[config.mk]
export PLATFORM = sky130hd
export DESIGN_NAME = lsb_stego_extractor
export DESIGN_NICKNAME = d
export VERILOG_FILES = /design/src/design/lse_pkg.sv /design/src/design/lsb_stego_extractor.sv /design/src/design/lse_in_stage.sv /design/src/design/lse_decoder.sv
export SDC_FILE = /design/constraint.sdc
export NUM_CORES = 1
export LEC_CHECK = 0
export BUFFER_PORTS_ARGS = -buffer_cell sky130_fd_sc_hd__buf_2
export CAP_MARGIN = 5
export CORE_MARGIN = 2
export CORE_UTILIZATION = 39
export CTS_CLUSTER_SIZE = 40
export DETAILED_ROUTE_END_ITERATION = 10
export HOLD_SLACK_MARGIN = 0.05
export MAX_ROUTING_LAYER = met4
export PLACE_DENSITY = 0.61
export SETUP_SLACK_MARGIN = 0.15
export SLEW_MARGIN = 5
export SYNTH_ARGS = -nofsm -noshare
export SYNTH_HDL_FRONTEND = slang
export SYNTH_HIERARCHICAL = 1
export SYNTH_SLANG_ARGS = --single-unit
[constraint.sdc]
create_clock -name clk -period 9.45 [get_ports clk]
set_input_delay 1.4175 -clock clk [delete_from_list [all_inputs] [get_ports clk]]
set_output_delay 1.4175 -clock clk [all_outputs]
set_load 0.05 [all_outputs]
[src/design/lse_pkg.sv]
// shared types and constants of the lsb stego extractor
`default_nettype none
package lse_pkg;

	localparam int DIM_BITS_DEF   = 11;
	localparam int COUNT_BITS_DEF = 16;

	localparam logic [1:0] MODE_BAD   = 2'b00;
	localparam logic [1:0] MODE_TEXT  = 2'b01;
	localparam logic [1:0] MODE_IMAGE = 2'b10;
	localparam logic [1:0] MODE_RSVD  = 2'b11;

	localparam logic [7:0] MARKER = 8'h78;

	localparam logic [1:0] CH_RED   = 2'd0;
	localparam logic [1:0] CH_GREEN = 2'd1;
	localparam logic [1:0] CH_BLUE  = 2'd2;

	localparam logic REG_IMAGE_WIDTH  = 1'b0;
	localparam logic REG_IMAGE_HEIGHT = 1'b1;

	typedef enum logic [2:0] {
		KIND_CHAR     = 3'd0,
		KIND_PIXEL    = 3'd1,
		KIND_EMPTY    = 3'd2,
		KIND_NOT_ENC  = 3'd3,
		KIND_BAD_CODE = 3'd4,
		KIND_UNSUPP   = 3'd5
	} kind_t;

	typedef enum logic [1:0] {
		PH_IDLE   = 2'd0,
		PH_HEADER = 2'd1,
		PH_DATA   = 2'd2
	} phase_t;

endpackage
`default_nettype wire

[src/design/lsb_stego_extractor.sv]
// lsb stego extractor top level: config registers, input stage, decoder, result register
// Usage:
//   s_* carries the channel bytes of a stego image in raster R,G,B order, with
//   s_tuser high on the first byte of each image; that byte holds the mode code.
//   m_* carries decoded results: characters in text mode, rebuilt pixels in
//   image mode, or a status kind; m_tlast marks the final result of an image.
//   Most bytes produce no result; a byte produces at most one.
//   cfg_we/cfg_index/cfg_wdata write the expected cover width (index 0) and
//   height (index 1); write them only while the block is idle.
// Timing:
//   one byte per cycle sustained while m_* is not stalled; a byte accepted on s_*
//   reaches m_* through the input register, then one decode step into the result
//   register.
// Reset:
//   arst_n clears the decode state to idle and both config registers to zero.
// Stall:
//   a held result stays on m_* until taken; one more byte waits in the input
//   register, and then s_tready drops until the result register drains.
`default_nettype none
module lsb_stego_extractor import lse_pkg::*; #(
	parameter int DIM_BITS   = DIM_BITS_DEF,
	parameter int COUNT_BITS = COUNT_BITS_DEF
) (
	input  wire logic                clk,
	input  wire logic                arst_n,
	input  wire logic                cfg_we,
	input  wire logic                cfg_index,
	input  wire logic [DIM_BITS-1:0] cfg_wdata,
	input  wire logic                s_tvalid,
	output logic                     s_tready,
	input  wire logic [7:0]          s_tdata,   // channel_value
	input  wire logic                s_tuser,   // first_of_image
	output logic                     m_tvalid,
	input  wire logic                m_tready,
	// char_or_red, green, blue, pixel_x, pixel_y, zero pad
	output logic [((24+2*DIM_BITS+7)/8)*8-1:0] m_tdata,
	output logic [2:0]               m_tuser,   // kind
	output logic                     m_tlast
);

	localparam int OUT_W = ((24 + 2 * DIM_BITS + 7) / 8) * 8;

	logic [DIM_BITS-1:0] image_width_q, image_height_q;
	logic                valid_s1, first_s1, fire;
	logic [7:0]          ch_s1;
	logic                res_valid, res_last;
	kind_t               res_kind;
	logic [7:0]          res_red, res_green, res_blue;
	logic [DIM_BITS-1:0] res_x, res_y;
	logic                valid_s2, last_s2;
	kind_t               kind_s2;
	logic [7:0]          red_s2, green_s2, blue_s2;
	logic [DIM_BITS-1:0] x_s2, y_s2;

	always_ff @(posedge clk or negedge arst_n) begin
		if (!arst_n) begin
			image_width_q  <= '0;
			image_height_q <= '0;
		end else if (cfg_we) begin
			if (cfg_index == REG_IMAGE_HEIGHT)
				image_height_q <= cfg_wdata;
			else
				image_width_q <= cfg_wdata;
		end
	end

	assign fire = valid_s1 && (!valid_s2 || m_tready);

	lse_in_stage u_in (
		.clk      (clk),
		.arst_n   (arst_n),
		.s_tvalid (s_tvalid),
		.s_tready (s_tready),
		.s_tdata  (s_tdata),
		.s_tuser  (s_tuser),
		.advance  (fire),
		.valid_s1 (valid_s1),
		.ch_s1    (ch_s1),
		.first_s1 (first_s1)
	);

	lse_decoder #(
		.DIM_BITS   (DIM_BITS),
		.COUNT_BITS (COUNT_BITS)
	) u_dec (
		.clk          (clk),
		.arst_n       (arst_n),
		.fire         (fire),
		.ch           (ch_s1),
		.first        (first_s1),
		.image_width  (image_width_q),
		.image_height (image_height_q),
		.res_valid    (res_valid),
		.res_kind     (res_kind),
		.res_red      (res_red),
		.res_green    (res_green),
		.res_blue     (res_blue),
		.res_x        (res_x),
		.res_y        (res_y),
		.res_last     (res_last)
	);

	always_ff @(posedge clk or negedge arst_n) begin
		if (!arst_n) begin
			valid_s2 <= 1'b0;
		end else if (fire) begin
			valid_s2 <= res_valid;
		end else if (m_tready) begin
			valid_s2 <= 1'b0;
		end
	end

	always_ff @(posedge clk) begin
		if (fire && res_valid) begin
			kind_s2  <= res_kind;
			red_s2   <= res_red;
			green_s2 <= res_green;
			blue_s2  <= res_blue;
			x_s2     <= res_x;
			y_s2     <= res_y;
			last_s2  <= res_last;
		end
	end

	assign m_tvalid = valid_s2;
	assign m_tuser  = kind_s2;
	assign m_tlast  = last_s2;
	assign m_tdata  = OUT_W'({y_s2, x_s2, blue_s2, green_s2, red_s2});

	// status kinds always close the image
	a_status_last: assert property (@(posedge clk) disable iff (!arst_n)
		m_tvalid && m_tuser != KIND_CHAR && m_tuser != KIND_PIXEL |-> m_tlast)
		else $error("status result without last");

	// only pixels carry green, blue and position
	a_nonpixel_zero: assert property (@(posedge clk) disable iff (!arst_n)
		m_tvalid && m_tuser != KIND_PIXEL |-> m_tdata[OUT_W-1:8] == '0)
		else $error("non-pixel result with pixel fields set");

	// a mode byte with code 00 reports a bad code on the next cycle
	a_bad_code: assert property (@(posedge clk) disable iff (!arst_n)
		fire && first_s1 && ch_s1[1:0] == MODE_BAD |=>
		m_tvalid && m_tuser == KIND_BAD_CODE && m_tlast)
		else $error("bad mode code not reported");

endmodule
`default_nettype wire

[src/design/lse_in_stage.sv]
// input register of the stream slave side
`default_nettype none
module lse_in_stage (
	input  wire logic       clk,
	input  wire logic       arst_n,
	input  wire logic       s_tvalid,
	output logic            s_tready,
	input  wire logic [7:0] s_tdata,   // channel_value
	input  wire logic       s_tuser,   // first_of_image
	input  wire logic       advance,
	output logic            valid_s1,
	output logic [7:0]      ch_s1,
	output logic            first_s1
);

	assign s_tready = !valid_s1 || advance;

	always_ff @(posedge clk or negedge arst_n) begin
		if (!arst_n) begin
			valid_s1 <= 1'b0;
		end else if (s_tready) begin
			valid_s1 <= s_tvalid;
		end
	end

	always_ff @(posedge clk) begin
		if (s_tvalid && s_tready) begin
			ch_s1    <= s_tdata;
			first_s1 <= s_tuser;
		end
	end

endmodule
`default_nettype wire

[src/design/lse_decoder.sv]
// decode state and per-byte next-state and result logic
`default_nettype none
module lse_decoder import lse_pkg::*; #(
	parameter int DIM_BITS   = DIM_BITS_DEF,
	parameter int COUNT_BITS = COUNT_BITS_DEF
) (
	input  wire logic                clk,
	input  wire logic                arst_n,
	input  wire logic                fire,
	input  wire logic [7:0]          ch,
	input  wire logic                first,
	input  wire logic [DIM_BITS-1:0] image_width,
	input  wire logic [DIM_BITS-1:0] image_height,
	output logic                     res_valid,
	output kind_t                    res_kind,
	output logic [7:0]               res_red,
	output logic [7:0]               res_green,
	output logic [7:0]               res_blue,
	output logic [DIM_BITS-1:0]      res_x,
	output logic [DIM_BITS-1:0]      res_y,
	output logic                     res_last
);

	localparam int COVER_END = 2 + DIM_BITS + 8 + DIM_BITS;
	localparam int TEXT_END  = COVER_END + COUNT_BITS;
	localparam int IMG_USED  = COVER_END + 2 * DIM_BITS;
	localparam int IMG_TOTAL = (IMG_USED > 72) ? IMG_USED : 72;
	localparam int CNT_W     = $clog2(IMG_TOTAL + 1);
	localparam int HDR_W     = (2 * DIM_BITS + 8 > COUNT_BITS) ? 2 * DIM_BITS + 8 : COUNT_BITS;

	phase_t                phase_q, phase_d;
	logic [1:0]            mode_q, mode_d;
	logic [HDR_W-1:0]      hdr_q, hdr_d, hdr_v;
	logic [CNT_W-1:0]      cnt_q, cnt_d, cnt_v;
	logic                  cover_ok_q, cover_ok_d, cover_v;
	logic [COUNT_BITS-1:0] chars_q, chars_d, chars_v;
	logic [7:0]            acc_q, acc_d, acc_v;
	logic [1:0]            chan_q, chan_d;
	logic [7:0]            red_q, red_d, green_q, green_d;
	logic [DIM_BITS-1:0]   hx_q, hx_d, hy_q, hy_d, hw_q, hw_d, hh_q, hh_d;
	logic [DIM_BITS:0]     x1, y1;
	logic                  hdr_done;

	always_ff @(posedge clk or negedge arst_n) begin
		if (!arst_n) begin
			phase_q    <= PH_IDLE;
			mode_q     <= MODE_BAD;
			hdr_q      <= '0;
			cnt_q      <= '0;
			cover_ok_q <= 1'b0;
			chars_q    <= '0;
			acc_q      <= '0;
			chan_q     <= CH_RED;
			red_q      <= '0;
			green_q    <= '0;
			hx_q       <= '0;
			hy_q       <= '0;
			hw_q       <= '0;
			hh_q       <= '0;
		end else begin
			phase_q    <= phase_d;
			mode_q     <= mode_d;
			hdr_q      <= hdr_d;
			cnt_q      <= cnt_d;
			cover_ok_q <= cover_ok_d;
			chars_q    <= chars_d;
			acc_q      <= acc_d;
			chan_q     <= chan_d;
			red_q      <= red_d;
			green_q    <= green_d;
			hx_q       <= hx_d;
			hy_q       <= hy_d;
			hw_q       <= hw_d;
			hh_q       <= hh_d;
		end
	end

	always_comb begin
		phase_d    = phase_q;
		mode_d     = mode_q;
		hdr_d      = hdr_q;
		cnt_d      = cnt_q;
		cover_ok_d = cover_ok_q;
		chars_d    = chars_q;
		acc_d      = acc_q;
		chan_d     = chan_q;
		red_d      = red_q;
		green_d    = green_q;
		hx_d       = hx_q;
		hy_d       = hy_q;
		hw_d       = hw_q;
		hh_d       = hh_q;
		hdr_v      = hdr_q;
		cnt_v      = cnt_q;
		cover_v    = cover_ok_q;
		chars_v    = chars_q;
		acc_v      = acc_q;
		x1         = {1'b0, hx_q} + 1'b1;
		y1         = {1'b0, hy_q};
		hdr_done   = 1'b0;
		res_valid  = 1'b0;
		res_kind   = KIND_CHAR;
		res_red    = '0;
		res_green  = '0;
		res_blue   = '0;
		res_x      = '0;
		res_y      = '0;
		res_last   = 1'b0;

		if (fire) begin
			if (first) begin
				mode_d     = ch[1:0];
				hdr_d      = '0;
				cnt_d      = CNT_W'(2);
				cover_ok_d = 1'b0;
				phase_d    = PH_HEADER;
				case (ch[1:0])
					MODE_BAD: begin
						res_valid = 1'b1;
						res_kind  = KIND_BAD_CODE;
						res_last  = 1'b1;
					end
					MODE_RSVD: begin
						res_valid = 1'b1;
						res_kind  = KIND_UNSUPP;
						res_last  = 1'b1;
					end
					default: ;
				endcase
			end else begin
				case (phase_q)
					PH_HEADER: begin
						if (mode_q == MODE_TEXT) begin
							hdr_v = {hdr_q[HDR_W-2:0], ch[0]};
							cnt_v = cnt_q + CNT_W'(1);
						end else begin
							if (cnt_q < CNT_W'(IMG_USED))
								hdr_v = {hdr_q[HDR_W-3:0], ch[1:0]};
							cnt_v = cnt_q + CNT_W'(2);
						end
						if (cnt_v == CNT_W'(COVER_END)) begin
							cover_v = (hdr_v[2*DIM_BITS+7:DIM_BITS+8] == image_width) &&
								(hdr_v[DIM_BITS+7:DIM_BITS] == MARKER) &&
								(hdr_v[DIM_BITS-1:0] == image_height);
							hdr_v = '0;
						end
						hdr_d      = hdr_v;
						cnt_d      = cnt_v;
						cover_ok_d = cover_v;
						if (mode_q == MODE_TEXT)
							hdr_done = (cnt_v == CNT_W'(TEXT_END));
						else
							hdr_done = (cnt_v == CNT_W'(IMG_TOTAL));
						if (hdr_done) begin
							if (!cover_v) begin
								res_valid = 1'b1;
								res_kind  = KIND_NOT_ENC;
								res_last  = 1'b1;
							end else begin
								phase_d = PH_DATA;
								cnt_d   = '0;
								acc_d   = '0;
								chars_d = hdr_v[COUNT_BITS-1:0];
								chan_d  = CH_RED;
								hx_d    = '0;
								hy_d    = '0;
								hw_d    = hdr_v[2*DIM_BITS-1:DIM_BITS];
								hh_d    = hdr_v[DIM_BITS-1:0];
							end
						end
					end
					PH_DATA: begin
						if (mode_q == MODE_TEXT) begin
							acc_v = {acc_q[6:0], ch[0]};
							cnt_v = cnt_q + CNT_W'(1);
							acc_d = acc_v;
							if (cnt_v >= CNT_W'(8)) begin
								cnt_d     = '0;
								chars_v   = (chars_q != '0) ? chars_q - 1'b1 : chars_q;
								chars_d   = chars_v;
								res_valid = 1'b1;
								res_kind  = KIND_CHAR;
								res_red   = acc_v;
								res_last  = (chars_v == '0);
							end else begin
								cnt_d = cnt_v;
								if (chars_q == '0) begin
									res_valid = 1'b1;
									res_kind  = KIND_EMPTY;
									res_last  = 1'b1;
								end
							end
						end else begin
							acc_v = {acc_q[5:0], ch[1:0]};
							cnt_v = cnt_q + CNT_W'(2);
							acc_d = acc_v;
							if (cnt_v < CNT_W'(8)) begin
								cnt_d = cnt_v;
							end else begin
								cnt_d = '0;
								case (chan_q)
									CH_RED: begin
										red_d  = acc_v;
										chan_d = CH_GREEN;
									end
									CH_GREEN: begin
										green_d = acc_v;
										chan_d  = CH_BLUE;
									end
									default: begin
										chan_d = CH_RED;
										if (x1 >= {1'b0, hw_q}) begin
											hx_d = '0;
											y1   = {1'b0, hy_q} + 1'b1;
										end else begin
											hx_d = x1[DIM_BITS-1:0];
										end
										hy_d      = y1[DIM_BITS-1:0];
										res_valid = 1'b1;
										res_kind  = KIND_PIXEL;
										res_red   = red_q;
										res_green = green_q;
										res_blue  = acc_v;
										res_x     = hx_q;
										res_y     = hy_q;
										res_last  = (y1 >= {1'b0, hh_q});
									end
								endcase
							end
						end
					end
					default: ;
				endcase
			end
			if (res_valid && res_last)
				phase_d = PH_IDLE;
		end
	end

endmodule
`default_nettype wire
==> reports/results.ini <==
[global_route]
grtUsageTotal_pct = 18.44
grt_max_degree = 82
antenna_found_initial = 0
first_global_vias = 8283
grt_pass1_wl_um = 45030
grt_overflow = 0

[min_path]
hold_class = flop to flop
hold_depth = 2
min_to = u_dec/hw_q[3]$_DFFE_PN0P_
hold_start = u_dec/hw_q[3]$_DFFE_PN0P_

[layout]
fillers = 2763
area_growth_pct = 12.61
drive_gt1_share_pct = 17.03
fin_cells = 1576
fin_util_pct = 44.79
diodes = 0
fin_nets = 1231

[yosys]
synth.avg_cell_area_sq_um = 10.10
syn_area_sq_mm = 0.01148
netlist_instances = 1137
synth_warnings = 6

[sta]
setup_viol = 0
relSlewSlack_pct = 28.73
maxSlewViolCount = 0
max_freq_ghz = 0.1965
post-route-min-period_ns = 5.090
postLayoutSetupSlackWorst_ns = 4.360
tightest_slew_ns = 1.068
finalHoldViolations = 0
period_share_pct = 53.86
grt_setup_unrepaired = no
fin_setup_tns_ns = 0
holdWs_ns = 0.4806
clock_skew_ns = 0.01817

[routing]
via_per_inst = 5.567
drc = 0
first_iter_violations = 848
vias = 8773
routedWlPerCell_um = 17.47
totalWireLength_um = 27540
first_pass_iters = 5
detail-route-antenna-nets = 0

[clock_tree]
cts_setup_buffers = 0
clk_latency_ns = 0.52
cts_tree = yes
cts_buffer_depth = 3
cts-root-buf = clkbuf_16
cts.sinks = 204
cts_resized = 0
path_clk_slew_ns = 0.06
hold_buffers = 0
cts_buffers = 24
h-tree-depth = 1

[place]
io_buffers = 71
place.gp.congestion = 0.9284
pre_cts_ws_ns = 4.375
placed_cells = 1532
hpwl_um = 18660

[setup_path]
crit_top_cell = ha_1
cp_cell_sequence = ha_1, and3_1, xor2_1, ha_1, a21o_1, a21o_1, a41o_1, a41o_1, nand4_1, or3_1, xnor2_1, ha_1, nand3_1, nor2_1, a211o_1, o211ai_1, a311oi_1, a211o_1, a222oi_1
max_stage_delay_ns = 0.49
cp_max_fo = 10
crit_path_start_kind = flop
worstReg2RegEnd = u_dec/phase_q[0]$_DFFE_PN0P_
critical_path_class = flop to flop
r2r_slack_ns = 4.36
reg2regPathDepth = 19
r2r-start = u_dec/hx_q[0]$_DFFE_PN0P_
crit_required_ns = 9.85
cp-end-kind = flop
cpMaxStageDelayCell = or3_1
cp.arrival_ns = 5.49

[floorplanning]
die_w_um = 175.6
fp-row-count = 62
pin_count = 80
dieArea_sq_mm = 0.03082
dieHeight_um = 175.6
start_util_pct = 39.78
core-area_sq_mm = 0.02886

[outcome]
status = complete, no violations

[power]
p_per_area_mw_per_mm2 = 223.6
ir_worst_vdd_mv = 0.1342
p_leak_nw = 5.524

[run]
drv_cap = 0

## power by group
| group | internal, W | leakage, nW | switching [W] |
|---|---|---|---|
| combinational | 0.000267 | 2.62 | 0.000489 |
| sequential | 0.00100 | 2.49 | 0.000138 |
| clock | 0.000619 | 0.414 | 0.000374 |
## registers in the layout (all words and copies together) (netlist names), 8 cells and up
name / flops
u_dec/hw_q: 11
x_s2: 11
u_dec/hy_q: 11
green_s2: 8
u_dec/hdr_q: 30
u_dec/green_q: 8
red_s2: 8
u_dec/hx_q: 11
y_s2: 11
u_dec/chars_q: 16
image_width_q: 11
u_dec/hh_q: 11
blue_s2: 8
u_dec/red_q: 8
image_height_q: 11
## layout by cell type (no fill, tap or decap), types with 6 or more instances in the layout
cell and n:
dfrtp_1 151, nand2_1 148, buf_2 70, nor2_1 59, o21ai_0 58, edfxtp_1 53
a21oi_1 50, and2_1 43, nand3_1 39, inv_1 38, ha_1 31, a22o_1 27
xor2_1 26, clkbuf_16 25, mux2_2 24, xnor2_1 23, mux2_4 20, nand2b_1 18
mux2i_1 18, nor3_1 16, o31ai_1 16, a31oi_1 15, nor4_1 14, and3_1 12
o21ai_1 12, buf_4 10, a22oi_1 10, nand4_1 8, a21o_1 7, o22ai_1 7
a211o_1 7, a32oi_1 7, clkbuf_1 6, nor2b_1 6
## routing by layer
metal / wire [um] / global-route usage (%) / vias up / share of wire, %
met1: 13450 / 26.62 / 4283 / 49
met4: 590 / 4.477 / 0 / 2.1
met2: 12250 / 27.72 / 225 / 44
met5: 0 / - / - / 0
li1: - / - / 4220 / -
met3: 1246 / 2.251 / 45 / 4.5
## cell type report
type | count | area (sq um) | share of cell area (%)
clock buffer | 34 | 689.4 | 5.333
sequential | 204 | 5370 | 41.55
clock inverter | 10 | 166.4 | 1.287
multi-input combinational | 825 | 5640 | 43.64
timing repair buffer | 81 | 436.7 | 3.378
tap | 384 | 480.5 | 3.717
inverter | 38 | 142.6 | 1.103
## through the flow
stage	cell area (sq um)	total power, W
floorplan	11480	0.001700
CTS	12930	0.002897
finish	12930	0.002890
detailed placement	12070	0.001896
global placement	12070	0.001882
global route	12930	0.003033
## worst max-delay path by stage
stage                                     from                      endpoint  slack (ns)
floorplan           u_dec/cnt_q[1]$_DFFE_PN0P_          blue_s2[0]$_DFFE_PP_        4.28
finish               u_dec/hx_q[0]$_DFFE_PN0P_  u_dec/phase_q[0]$_DFFE_PN0P_        4.36
global route         u_dec/hx_q[2]$_DFFE_PN0P_  u_dec/phase_q[0]$_DFFE_PN0P_        3.92
CTS                  u_dec/hx_q[0]$_DFFE_PN0P_  u_dec/phase_q[0]$_DFFE_PN0P_        4.33
global placement     u_dec/hx_q[0]$_DFFE_PN0P_  u_dec/phase_q[0]$_DFFE_PN0P_        4.39
detailed placement   u_dec/hx_q[0]$_DFFE_PN0P_  u_dec/phase_q[0]$_DFFE_PN0P_        4.37
## worst max-delay path: cells and delay by family, from the launching register on
kind | cells | cell delay, ns
xor gates and xnor gates | 2 | 0.33
adders and majority gates | 3 | 0.86
and+or+nand+nor | 5 | 1.19
DFF | 1 | 0.45
AOI/OAI and AO/OA | 9 | 2.12
Note: power is estimated with default switching activity, not from simulation.
